File: src/hw/rtl/hhm_pkg.sv
// types and constants shared by the heartbeat health monitor modules
package hhm_pkg;

	localparam int NUM_SRC = 6;
	localparam int NUM_MGR = 3;

	typedef logic [2:0] hhm_cmd_t;
	localparam hhm_cmd_t CMD_ESTIMATOR  = 3'd0;
	localparam hhm_cmd_t CMD_AUTOPILOT  = 3'd1;
	localparam hhm_cmd_t CMD_EST_MGR    = 3'd2;
	localparam hhm_cmd_t CMD_CTRL_MGR   = 3'd3;
	localparam hhm_cmd_t CMD_TRAJ_MGR   = 3'd4;
	localparam hhm_cmd_t CMD_SAFETY     = 3'd5;
	localparam hhm_cmd_t CMD_QUERY      = 3'd6;

	typedef logic [2:0] hhm_code_t;
	localparam hhm_code_t CODE_OK           = 3'd0;
	localparam hhm_code_t CODE_MISSING      = 3'd1;
	localparam hhm_code_t CODE_INACTIVE     = 3'd2;
	localparam hhm_code_t CODE_UNHEALTHY    = 3'd3;
	localparam hhm_code_t CODE_STALE        = 3'd4;
	localparam hhm_code_t CODE_DISCONNECTED = 3'd5;
	localparam hhm_code_t CODE_FAILSAFE     = 3'd6;

	typedef logic [2:0] hhm_reg_t;
	localparam hhm_reg_t REG_EST_TIMEOUT  = 3'd0;
	localparam hhm_reg_t REG_AP_TIMEOUT   = 3'd1;
	localparam hhm_reg_t REG_MGR_TIMEOUT  = 3'd2;
	localparam hhm_reg_t REG_SAFE_TIMEOUT = 3'd3;
	localparam hhm_reg_t REG_REQ_SAFETY   = 3'd4;

	localparam int SRC_ESTIMATOR = 0;
	localparam int SRC_AUTOPILOT = 1;
	localparam int SRC_MGR_BASE  = 2;
	localparam int SRC_SAFETY    = 5;

	localparam int AP_CONNECTED = 0;
	localparam int AP_ARMED     = 1;
	localparam int AP_OFFBOARD  = 2;
	localparam int AP_FAILSAFE  = 3;

	localparam logic [7:0] SAFETY_CRITICAL = 8'd2;

	typedef struct packed {
		hhm_cmd_t    cmd;
		logic [31:0] now_ms;
		logic        active;
		logic        healthy;
		logic        connected;
		logic        armed;
		logic        offboard;
		logic        failsafe;
		logic [7:0]  nav_state;
		logic [7:0]  safety_level;
	} hhm_item_t;

	typedef struct packed {
		logic [15:0] est_timeout;
		logic [15:0] ap_timeout;
		logic [15:0] mgr_timeout;
		logic [15:0] safe_timeout;
		logic        req_safety;
	} hhm_cfg_t;

	typedef struct packed {
		logic [NUM_SRC-1:0] present;
		logic [NUM_MGR-1:0] mgr_active;
		logic [NUM_MGR-1:0] mgr_healthy;
		logic [3:0]         ap_flags;
		logic [7:0]         ap_nav;
		logic [7:0]         safe_level;
	} hhm_status_t;

	typedef struct packed {
		hhm_code_t   autopilot_code;
		hhm_code_t   estimator_code;
		hhm_code_t   estimation_mgr_code;
		hhm_code_t   control_mgr_code;
		hhm_code_t   trajectory_mgr_code;
		hhm_code_t   safety_code;
		logic        out_connected;
		logic        out_armed;
		logic        out_offboard;
		logic [7:0]  out_nav_state;
		logic        out_require_safety;
	} hhm_result_t;

endpackage

File: src/hw/rtl/hhm_state.sv
// per-source heartbeat state: presence, timestamps and last reported status
module hhm_state #(
	parameter int TIME_BITS = 32
) (
	input  logic                   clk,
	input  logic                   arst_n,
	input  logic                   upd_en,
	input  hhm_pkg::hhm_item_t     item,
	output hhm_pkg::hhm_status_t   status,
	output logic [TIME_BITS-1:0]   stamp [hhm_pkg::NUM_SRC]
);
	import hhm_pkg::*;

	hhm_status_t          status_q;
	logic [TIME_BITS-1:0] stamp_q [NUM_SRC];
	logic [63:0]          now_w;
	logic                 is_update;
	logic [1:0]           mgr_idx;

	assign now_w     = {32'd0, item.now_ms};
	assign is_update = upd_en && (item.cmd <= CMD_SAFETY);
	assign mgr_idx   = 2'(item.cmd - CMD_EST_MGR);

	always_ff @(posedge clk or negedge arst_n) begin
		if (!arst_n) begin
			status_q <= '0;
		end else if (is_update) begin
			status_q.present[item.cmd] <= 1'b1;
			case (item.cmd) inside
				CMD_AUTOPILOT: begin
					status_q.ap_flags <= {item.failsafe, item.offboard, item.armed,
						item.connected};
					status_q.ap_nav   <= item.nav_state;
				end
				CMD_EST_MGR, CMD_CTRL_MGR, CMD_TRAJ_MGR: begin
					status_q.mgr_active[mgr_idx]  <= item.active;
					status_q.mgr_healthy[mgr_idx] <= item.healthy;
				end
				CMD_SAFETY: begin
					status_q.safe_level <= item.safety_level;
				end
				default: begin
				end
			endcase
		end
	end

	// timestamps are only read once the source is present
	always_ff @(posedge clk) begin
		if (is_update) begin
			stamp_q[item.cmd] <= now_w[TIME_BITS-1:0];
		end
	end

	assign status = status_q;
	assign stamp  = stamp_q;

	a_update_marks_present: assert property (@(posedge clk) disable iff (!arst_n)
		is_update |=> status_q.present[$past(item.cmd)])
		else $error("updated source not marked present");

endmodule

File: src/hw/rtl/hhm_eval.sv
// readiness ladders: missing, stale, then per-source status checks
module hhm_eval #(
	parameter int TIME_BITS = 32
) (
	input  logic [31:0]           now_ms,
	input  hhm_pkg::hhm_cfg_t     cfg,
	input  hhm_pkg::hhm_status_t  status,
	input  logic [TIME_BITS-1:0]  stamp [hhm_pkg::NUM_SRC],
	output hhm_pkg::hhm_result_t  result
);
	import hhm_pkg::*;

	logic [63:0]          now_w;
	logic [TIME_BITS-1:0] now_t;
	logic [15:0]          timeout [NUM_SRC];
	logic [TIME_BITS-1:0] limit [NUM_SRC];
	logic [NUM_SRC-1:0]   fresh;
	hhm_code_t            mgr_code [NUM_MGR];
	logic [63:0]          to_w [NUM_SRC];

	assign now_w = {32'd0, now_ms};
	assign now_t = now_w[TIME_BITS-1:0];

	always_comb begin
		timeout[SRC_ESTIMATOR] = cfg.est_timeout;
		timeout[SRC_AUTOPILOT] = cfg.ap_timeout;
		for (int m = 0; m < NUM_MGR; m++) begin
			timeout[SRC_MGR_BASE + m] = cfg.mgr_timeout;
		end
		timeout[SRC_SAFETY] = cfg.safe_timeout;
		// modular age against each source timeout
		for (int i = 0; i < NUM_SRC; i++) begin
			to_w[i]  = {48'd0, timeout[i]};
			limit[i] = to_w[i][TIME_BITS-1:0];
			fresh[i] = ((now_t - stamp[i]) <= limit[i]);
		end
	end

	always_comb begin
		result = '0;

		if (!status.present[SRC_AUTOPILOT]) begin
			result.autopilot_code = CODE_MISSING;
		end else if (!fresh[SRC_AUTOPILOT]) begin
			result.autopilot_code = CODE_STALE;
		end else if (!status.ap_flags[AP_CONNECTED]) begin
			result.autopilot_code = CODE_DISCONNECTED;
		end else if (status.ap_flags[AP_FAILSAFE]) begin
			result.autopilot_code = CODE_FAILSAFE;
		end else begin
			result.autopilot_code = CODE_OK;
		end

		if (!status.present[SRC_ESTIMATOR]) begin
			result.estimator_code = CODE_MISSING;
		end else if (!fresh[SRC_ESTIMATOR]) begin
			result.estimator_code = CODE_STALE;
		end else begin
			result.estimator_code = CODE_OK;
		end

		for (int m = 0; m < NUM_MGR; m++) begin
			if (!status.present[SRC_MGR_BASE + m]) begin
				mgr_code[m] = CODE_MISSING;
			end else if (!fresh[SRC_MGR_BASE + m]) begin
				mgr_code[m] = CODE_STALE;
			end else if (!status.mgr_active[m]) begin
				mgr_code[m] = CODE_INACTIVE;
			end else if (!status.mgr_healthy[m]) begin
				mgr_code[m] = CODE_UNHEALTHY;
			end else begin
				mgr_code[m] = CODE_OK;
			end
		end
		result.estimation_mgr_code = mgr_code[0];
		result.control_mgr_code    = mgr_code[1];
		result.trajectory_mgr_code = mgr_code[2];

		if (!status.present[SRC_SAFETY]) begin
			result.safety_code = CODE_MISSING;
		end else if (!fresh[SRC_SAFETY]) begin
			result.safety_code = CODE_STALE;
		end else if (status.safe_level >= SAFETY_CRITICAL) begin
			result.safety_code = CODE_UNHEALTHY;
		end else begin
			result.safety_code = CODE_OK;
		end

		// autopilot status is reported even when stale, zero when missing
		if (status.present[SRC_AUTOPILOT]) begin
			result.out_connected = status.ap_flags[AP_CONNECTED];
			result.out_armed     = status.ap_flags[AP_ARMED];
			result.out_offboard  = status.ap_flags[AP_OFFBOARD];
			result.out_nav_state = status.ap_nav;
		end
		result.out_require_safety = cfg.req_safety;
	end

endmodule

File: src/hw/rtl/heartbeat_health_monitor.sv
// top level: stream ports, timeout registers, input stage and result register
//
// Watchdog over six heartbeat sources (estimator stream, autopilot link, three
// managers, safety monitor). Items with cmd 0 to 5 store that source's time and
// status and give no result; cmd 6 gives one result with a readiness code per
// source; cmd 7 is dropped. One item per clock flows unless a query is held: an
// item passes the input stage, where updates are written and a query's six age
// checks are evaluated, and a query's result is in the output register on the
// next cycle. Updates flow while a result waits on m_tready; a query waits in
// the input stage only while the output register is full and stalled. Timeouts
// and the safety flag must be written over the cfg port while idle; unenforced.
module heartbeat_health_monitor #(
	parameter int TIME_BITS = 32
) (
	input  logic        clk,
	input  logic        arst_n,
	input  logic        s_tvalid,
	output logic        s_tready,
	// now_ms[31:0], active, healthy, connected, armed, offboard, failsafe,
	// nav_state[7:0], safety_level[7:0], zero pad
	input  logic [55:0] s_tdata,
	// cmd[2:0]
	input  logic [2:0]  s_tuser,
	output logic        m_tvalid,
	input  logic        m_tready,
	// autopilot_code[2:0], estimator_code[2:0], estimation_mgr_code[2:0],
	// control_mgr_code[2:0], trajectory_mgr_code[2:0], safety_code[2:0],
	// out_connected, out_armed, out_offboard, out_nav_state[7:0],
	// out_require_safety, zero pad
	output logic [31:0] m_tdata,
	input  logic        cfg_valid,
	output logic        cfg_ready,
	input  logic [2:0]  cfg_index,
	input  logic [15:0] cfg_data
);
	import hhm_pkg::*;

	hhm_cfg_t             cfg_q;
	hhm_item_t            item_in;
	hhm_item_t            item_s1;
	logic                 valid_s1;
	logic                 query_s1;
	logic                 advance_s1;
	logic                 load_out;
	hhm_status_t          status;
	logic [TIME_BITS-1:0] stamp [NUM_SRC];
	hhm_result_t          result;
	hhm_result_t          result_q;
	logic                 out_valid_q;

	// configuration registers
	assign cfg_ready = 1'b1;

	always_ff @(posedge clk or negedge arst_n) begin
		if (!arst_n) begin
			cfg_q.est_timeout  <= 16'd500;
			cfg_q.ap_timeout   <= 16'd500;
			cfg_q.mgr_timeout  <= 16'd500;
			cfg_q.safe_timeout <= 16'd500;
			cfg_q.req_safety   <= 1'b0;
		end else if (cfg_valid && cfg_ready) begin
			unique case (cfg_index)
				REG_EST_TIMEOUT:  cfg_q.est_timeout  <= cfg_data;
				REG_AP_TIMEOUT:   cfg_q.ap_timeout   <= cfg_data;
				REG_MGR_TIMEOUT:  cfg_q.mgr_timeout  <= cfg_data;
				REG_SAFE_TIMEOUT: cfg_q.safe_timeout <= cfg_data;
				REG_REQ_SAFETY:   cfg_q.req_safety   <= cfg_data[0];
				default: begin
				end
			endcase
		end
	end

	// input item unpacking
	always_comb begin
		item_in.cmd          = s_tuser;
		item_in.now_ms       = s_tdata[31:0];
		item_in.active       = s_tdata[32];
		item_in.healthy      = s_tdata[33];
		item_in.connected    = s_tdata[34];
		item_in.armed        = s_tdata[35];
		item_in.offboard     = s_tdata[36];
		item_in.failsafe     = s_tdata[37];
		item_in.nav_state    = s_tdata[45:38];
		item_in.safety_level = s_tdata[53:46];
	end

	// input stage
	assign query_s1   = (item_s1.cmd == CMD_QUERY);
	assign advance_s1 = valid_s1 && (!query_s1 || !out_valid_q || m_tready);
	assign load_out   = advance_s1 && query_s1;
	assign s_tready   = !valid_s1 || advance_s1;

	always_ff @(posedge clk or negedge arst_n) begin
		if (!arst_n) begin
			valid_s1 <= 1'b0;
		end else if (s_tready) begin
			valid_s1 <= s_tvalid;
		end
	end

	always_ff @(posedge clk) begin
		if (s_tready && s_tvalid) begin
			item_s1 <= item_in;
		end
	end

	hhm_state #(
		.TIME_BITS(TIME_BITS)
	) u_state (
		.clk    (clk),
		.arst_n (arst_n),
		.upd_en (advance_s1),
		.item   (item_s1),
		.status (status),
		.stamp  (stamp)
	);

	hhm_eval #(
		.TIME_BITS(TIME_BITS)
	) u_eval (
		.now_ms (item_s1.now_ms),
		.cfg    (cfg_q),
		.status (status),
		.stamp  (stamp),
		.result (result)
	);

	// result register
	always_ff @(posedge clk or negedge arst_n) begin
		if (!arst_n) begin
			out_valid_q <= 1'b0;
		end else if (load_out) begin
			out_valid_q <= 1'b1;
		end else if (m_tready) begin
			out_valid_q <= 1'b0;
		end
	end

	always_ff @(posedge clk) begin
		if (load_out) begin
			result_q <= result;
		end
	end

	assign m_tvalid = out_valid_q;
	assign m_tdata  = {2'b00, result_q.out_require_safety, result_q.out_nav_state,
		result_q.out_offboard, result_q.out_armed, result_q.out_connected,
		result_q.safety_code, result_q.trajectory_mgr_code, result_q.control_mgr_code,
		result_q.estimation_mgr_code, result_q.estimator_code, result_q.autopilot_code};

	a_query_gives_result: assert property (@(posedge clk) disable iff (!arst_n)
		load_out |=> m_tvalid)
		else $error("query left input stage without a result");

	a_no_invented_result: assert property (@(posedge clk) disable iff (!arst_n)
		(!out_valid_q && !load_out) |=> !m_tvalid)
		else $error("result appeared without a query");

	a_update_never_blocks: assert property (@(posedge clk) disable iff (!arst_n)
		(valid_s1 && !query_s1) |-> s_tready)
		else $error("non-query item stalled the input");

	a_held_result_stable: assert property (@(posedge clk) disable iff (!arst_n)
		(out_valid_q && !m_tready) |=> $stable(result_q))
		else $error("pending result overwritten");

endmodule
File: config.mk
export PLATFORM = sky130hd
export DESIGN_NAME = heartbeat_health_monitor
export DESIGN_NICKNAME = d
export VERILOG_FILES = /design/src/hw/rtl/hhm_pkg.sv /design/src/hw/rtl/hhm_state.sv /design/src/hw/rtl/hhm_eval.sv /design/src/hw/rtl/heartbeat_health_monitor.sv
export SDC_FILE = /design/constraint.sdc
export NUM_CORES = 1
export LEC_CHECK = 0
export BUFFER_PORTS_ARGS = -buffer_cell sky130_fd_sc_hd__buf_2
export CAP_MARGIN = 20
export CORE_AREA = 2 2 214 216
export CTS_CLUSTER_SIZE = 12
export DETAILED_ROUTE_END_ITERATION = 7
export DIE_AREA = 0 0 216 218
export PLACE_DENSITY = 0.81
export SYNTH_ARGS = -nofsm -noshare
export SYNTH_HDL_FRONTEND = slang
export SYNTH_SLANG_ARGS = --single-unit
File: constraint.sdc
create_clock -name clk -period 5.6 [get_ports clk]
set_input_delay 0.84 -clock clk [delete_from_list [all_inputs] [get_ports clk]]
set_output_delay 0.84 -clock clk [all_outputs]
set_load 0.02 [all_outputs]
Word level (Yosys, flattened, before mapping)
Index checks and enable logic that the tools add are counted.
{ "classes": {"n_mux": 26, "add_sub_neg": 7, "bitwise_logic": 4, "n_eq_ne": 10, "magnitude_cmp": 14, "reduce_logical": 29} }
{ "ops": {"columns": ["op", "count"], "rows": [
  ["bitwise mux 192 bit", 1],
  ["less-or-equal comparator 32 x 16 -> 1 bit", 6],
  ["subtractor 32 bit", 6],
  ["demux 32 bit (select 3 bit)", 1],
  ["two-way mux 3 bit", 11],
  ["two-way mux 32 bit", 1],
  ["AND reduction 2 bit", 10],
  ["== test 3 x 2 -> 1 bit (second input constant)", 4],
  ["== test 3 bit (second input constant)", 4],
  ["greater-or-equal comparator 8 x 2 -> 1 bit (second input constant)", 1],
  ["two-way mux 2 bit", 4],
  ["logical AND 1 bit", 7],
  ["bitwise mux 3 bit", 2],
  ["== test 3 x 1 -> 1 bit (second input constant)", 2],
  ["bitwise OR 6 bit", 1],
  ["AND reduction 3 bit", 2],
  ["greater-or-equal comparator 4 bit (second input constant)", 1],
  ["less-than comparator 3 x 4 -> 1 bit (second input constant)", 1],
  ["less-than comparator 4 x 1 -> 1 bit (second input constant)", 1],
  ["two-way mux 1 bit", 4],
  ["inverter 3 -> 4 bit", 1],
  ["AND reduction 4 bit", 1],
  ["demux 1 bit (select 3 bit)", 1],
  ["greater-or-equal comparator 3 x 1 -> 1 bit (second input constant)", 1],
  ["other kinds (11)", 16]
]} }
{ "word_totals": {"input_bits": 83, "wordCells": 135, "register_bits": 378, "output_inout_bits": 35} }

Depth between registers and ports, before layout
{ "depth": {"depth_word": 7, "ltp_mapped": 20, "ltp_nobuf": 20} }

Modules after synthesis
From an unflattened synthesis, not the netlist that was laid out.
{ "unflattened": {"hier_cells": 2595, "area_unflattened_um2": 26243.9} }
{ "modules_own_cells": {"columns": ["mod", "n_inst", "cells_each", "seq_area_each_um2", "area_per_inst_um2"], "rows": [
  ["hhm_eval", 1, 2085, 0.0, 13932.1],
  ["hhm_state", 1, 266, 6566.3, 7026.7],
  ["heartbeat_health_monitor", 1, 244, 4319.1, 5285.1]
]} }

Least setup slack after synthesis
Ideal clock, no wire load.
{ "synth_path": {"path_kind": "register to register", "start": "reg item_s1[23] (netlist name)", "end": "reg result_q (netlist bit m_tdata[14]) (data pin)", "stages_incl_launch_ff": 19, "setup_time_ps": 254, "path_buffers": 0, "arrival_time_ps": 4044, "t_required_ps": 5346, "path_slack_ps": 1301, "period_less_slack_ps": 4299, "cell_sequence": "edfxtp_1 > inv_1 > fa_1 > nor2b_1 > o211ai_1 > a211o_1 > nand2_1 > a21oi_1 > o21ai_0 > xor2_1 > ha_1 > nand4_1 > or2_2 > nor3_1 > nand2b_1 > o311ai_0 > nor4_1 > nand4_1 > o21a_1"} }
{ "synth_between": {"elab_chain_cells": 3} }
{ "synth_lines": {"columns": ["element", "line", "rtl"], "rows": [
  ["from (decl)", "heartbeat_health_monitor.sv:40", "hhm_item_t item_s1;"],
  ["from (signal assigned)", "heartbeat_health_monitor.sv:104", "item_s1 <= item_in;"],
  ["subtractor 32 bit", "hhm_eval.sv:35", "fresh[i] = ((now_t - stamp[i]) <= limit[i]);"],
  ["less-or-equal comparator 32 x 16 -> 1 bit", "hhm_eval.sv:35", null],
  ["two-way mux 3 bit", "hhm_eval.sv:65", "end else if (!fresh[SRC_MGR_BASE + m]) begin"],
  ["to (signal assigned)", "heartbeat_health_monitor.sv:142", "result_q <= result;"],
  ["to (decl)", "heartbeat_health_monitor.sv:48", "hhm_result_t result_q;"]
]} }
No other way between the ends.
A chain may end at the register's enable or synchronous reset.

Final worst setup path
{ "layout_path": {"start": "reg item_s1[22] (netlist name)", "end": "reg result_q (netlist bit m_tdata[12]) (data pin)"} }
The elaborated chain is that of the path after synthesis.

==> metrics <==
CTS tree done; power density cells 277.1 nW/um^2; Die Area 47090 sq um; vias in the first global route 21190; worst r2r dst m_tdata[12]; GPL Wtd Cong 0.9889; DR iter-0 viols 2158; Reg clk slew, reported paths 0.06 ns; Mean Syn Cell Area 9.515 sq um; Post-DP HPWL 55740 um; Root Driver clkbuf_16; Clock Skews 0.01741 ns; CP required 6.00 ns; slew margin rel. 0.3825; Final TNS setup 0 ns; number of flops mapped to enable cells by yosys 277; cell area after synthesis 26560 sq um; R2R cell count 19; register area share after synthesis 0.4067; RR Startpoint item_s1[22]; predominant post-synthesis flop cell edfxtp_1; worst vdd ir 0.2113 mV; Clock Latency Late Sink 0.58 ns; Post-route DRC 0; crit end category flop; crit path kind reg -> reg; Tmin final 5.136 ns; Leakage Power 12.55 nW; Syn-to-layout area delta 10.48%; # Max-Cap Violations 0; FP Rows 78; post-route ant nets 0; worst slew pin tran 0.9029 ns; H-Tree Level Count 2; maximum clock rate 194.7 MHz; layout cell share with drive strength beyond 1 0.1066; ANT cells 0; Pwr Total 8.130 mW; Yosys warning count 0; Nets 3282; Initial Util 0.5915; CTS sink count 375; first-pass GRT wire length 115900 um; Post-CTS Resized 0; final setup fails 0; Mapped Cells 2791; antenna violations before repair 0; largest net degree at the start of global routing 54; chip width 216 um; drt first pass iters 6; TritonCTS Buffers 43; total routed wirelength 74100 um; Yosys reg bits 375; Tot GR Track Use 0.3140; RSZ-0062 raised after global routing false; Avg WL per Cell 20.90 um; WP data arrival 5.53 ns; crit path max fanout 6; DR vias/cell 6.256; DIE HEIGHT 218 um; critical path launch point type flop; Congestion Overflow GR 0; fillcell total 3685; clk buf depth 3; ys async rst share 0.2613; IO Port Bufs 110; status finished clean; final hold vios 0; Distinct cells, synth 95; Final period util 0.9171; Core ar. 44890 sq um; Final Max Slew Viols 0; Tightest Hold Check Type in -> async; reg-to-reg setup timing slack 0.46 ns; I/O pin cnt 118; DR vias 22180
cells by family (layout without fill, tap and decap cells):
kind of cell / after synthesis / in the layout / synth area share
AOI/OAI and AO/OA: 788 / 788 / 0.1935
other: 2 / 4 / 0.0002828
xor gates and xnor gates: 114 / 114 / 0.03760
and+or+nand+nor: 783 / 783 / 0.1463
muxes: 53 / 53 / 0.02219
buffers and inverters: 388 / 541 / 0.05607
DFF: 375 / 375 / 0.4067
adders and majority gates: 288 / 288 / 0.1374
Yosys cell counts, types with 10 or more instances:
cell type	instances	area [sq um]
o211ai_1	37	277.8
nand2_1	253	949.7
nor2b_1	30	187.7
nand2b_1	26	162.7
or3_1	15	93.84
nor4_1	20	125.1
nor2_1	144	540.5
xor2_1	39	341.6
a211oi_1	24	180.2
mux2_2	36	405.4
nand3_1	70	350.3
inv_1	300	1126
ha_1	282	3528
dfstp_2	24	630.6
dfrtp_1	74	1852
o31a_1	13	113.9
nand4_1	66	412.9
and2_1	27	168.9
mux2i_1	15	150.1
o21a_1	46	345.3
a2111oi_0	10	87.58
or2_2	10	62.56
a21oi_1	222	1111
xnor2_1	75	656.9
a21o_1	68	510.5
o21bai_1	25	187.7
nor3_1	40	200.2
a31oi_1	28	175.2
clkbuf_1	71	266.5
and3_1	22	137.6
o2111ai_1	11	96.34
edfxtp_1	277	8318
o21ai_1	12	60.06
o31ai_1	18	135.1
buf_2	11	55.05
o21ai_0	155	775.7
routing by layer:
layer  vias to the layer above  wire length (um)  GRT usage
li1                      10520                 -          -
met1                     10680             33180     0.4467
met2                       857             32700     0.4914
met3                       126              5517    0.04226
met4                         0              2699     0.1176
met5                         -                 0          0
worst max-delay path by stage:
stage | cells after the start | endpoint | from | slack (ns)
2_1_floorplan | 18 | m_tdata[14] | item_s1[23] | 1.30
3_3_place_gp | 19 | m_tdata[14] | item_s1[22] | 0.54
3_5_place_dp | 19 | m_tdata[12] | item_s1[22] | 0.36
4_1_cts | 19 | m_tdata[12] | item_s1[22] | 0.39
5_1_grt | 19 | m_tdata[12] | item_s1[22] | 0.07
6_report | 19 | m_tdata[12] | item_s1[22] | 0.46
worst max-delay path, cell delays in order (launching register included):
cell,delay (ns)
edfxtp_1,0.39
inv_1,0.17
ha_1,0.28
fa_1,0.41
nor2b_1,0.20
o211ai_1,0.15
a211o_1,0.42
nand2_1,0.13
a21oi_1,0.10
o21ai_0,0.21
xor2_1,0.10
ha_1,0.30
nand4_1,0.09
or2_2,0.32
nor3_1,0.26
nand2b_1,0.14
o311ai_0,0.22
nor4_1,0.52
nand4_1,0.24
o31ai_1,0.31
where the power goes:
part,internal [mW],switching [mW],leakage [nW]
clock network,1.68,1.17,0.684
logic,0.770,1.15,8.18
registers,3.23,0.128,3.69
total,5.68,2.45,12.5
placed cells by master, fill, tap and decap left out, types with 15 or more instances in the layout:
cell type,instances
and3_1,22
ha_1,282
a21o_1,68
nand4_1,66
xor2_1,39
nand2_1,253
nor2_1,144
a31oi_1,28
buf_4,49
dfrtp_1,74
mux2_2,36
xnor2_1,75
o21a_1,46
dfstp_2,24
a21oi_1,222
nor4_1,20
and2_1,27
o211ai_1,37
a211oi_1,24
or3_1,15
nand2b_1,26
nor2b_1,28
edfxtp_1,277
buf_2,109
clkbuf_16,43
o31ai_1,18
nor3_1,38
o21bai_1,25
inv_1,300
mux2i_1,15
o21ai_0,155
nand3_1,70
registers in the layout, summed over array words and instances (netlist names):
signal,cells
item_s1,56
valid_s1,1
u_state.status,31
u_state.stamp,192
cfg_q,65
m_tvalid,1
m_tdata,29
timing repair:
item                                    4_1_cts  5_1_grt
endpoints found under the setup margin        0        3
hold buffers                                  0        0
buffers inserted                              0        1
final cells by class:
type	instances	area, sq um	area share
multi-input cells	2030	14310	0.4877
flip-flops and latches	375	10800	0.3681
clock buffers	62	1197	0.04081
inverters	301	1130	0.03851
repair buffers	160	944.7	0.03220
well taps	600	750.7	0.02559
clock inverters	18	207.7	0.007079
per-stage QoR:
stage	hold slack, ns	std cells	util	setup WS [ns]	area [sq um]
floorplan	0.4146	2793	-	1.301	26560
global placement	0.4267	3463	0.6214	0.5394	27900
detailed placement	0.4331	3464	0.6218	0.3586	27920
CTS	0.3221	3544	0.6531	0.3922	29320
global route	0.3544	3546	0.6535	0.07347	29340
finish	0.3180	3546	0.6535	0.4641	29340
Power figures use the tool's default switching activity.
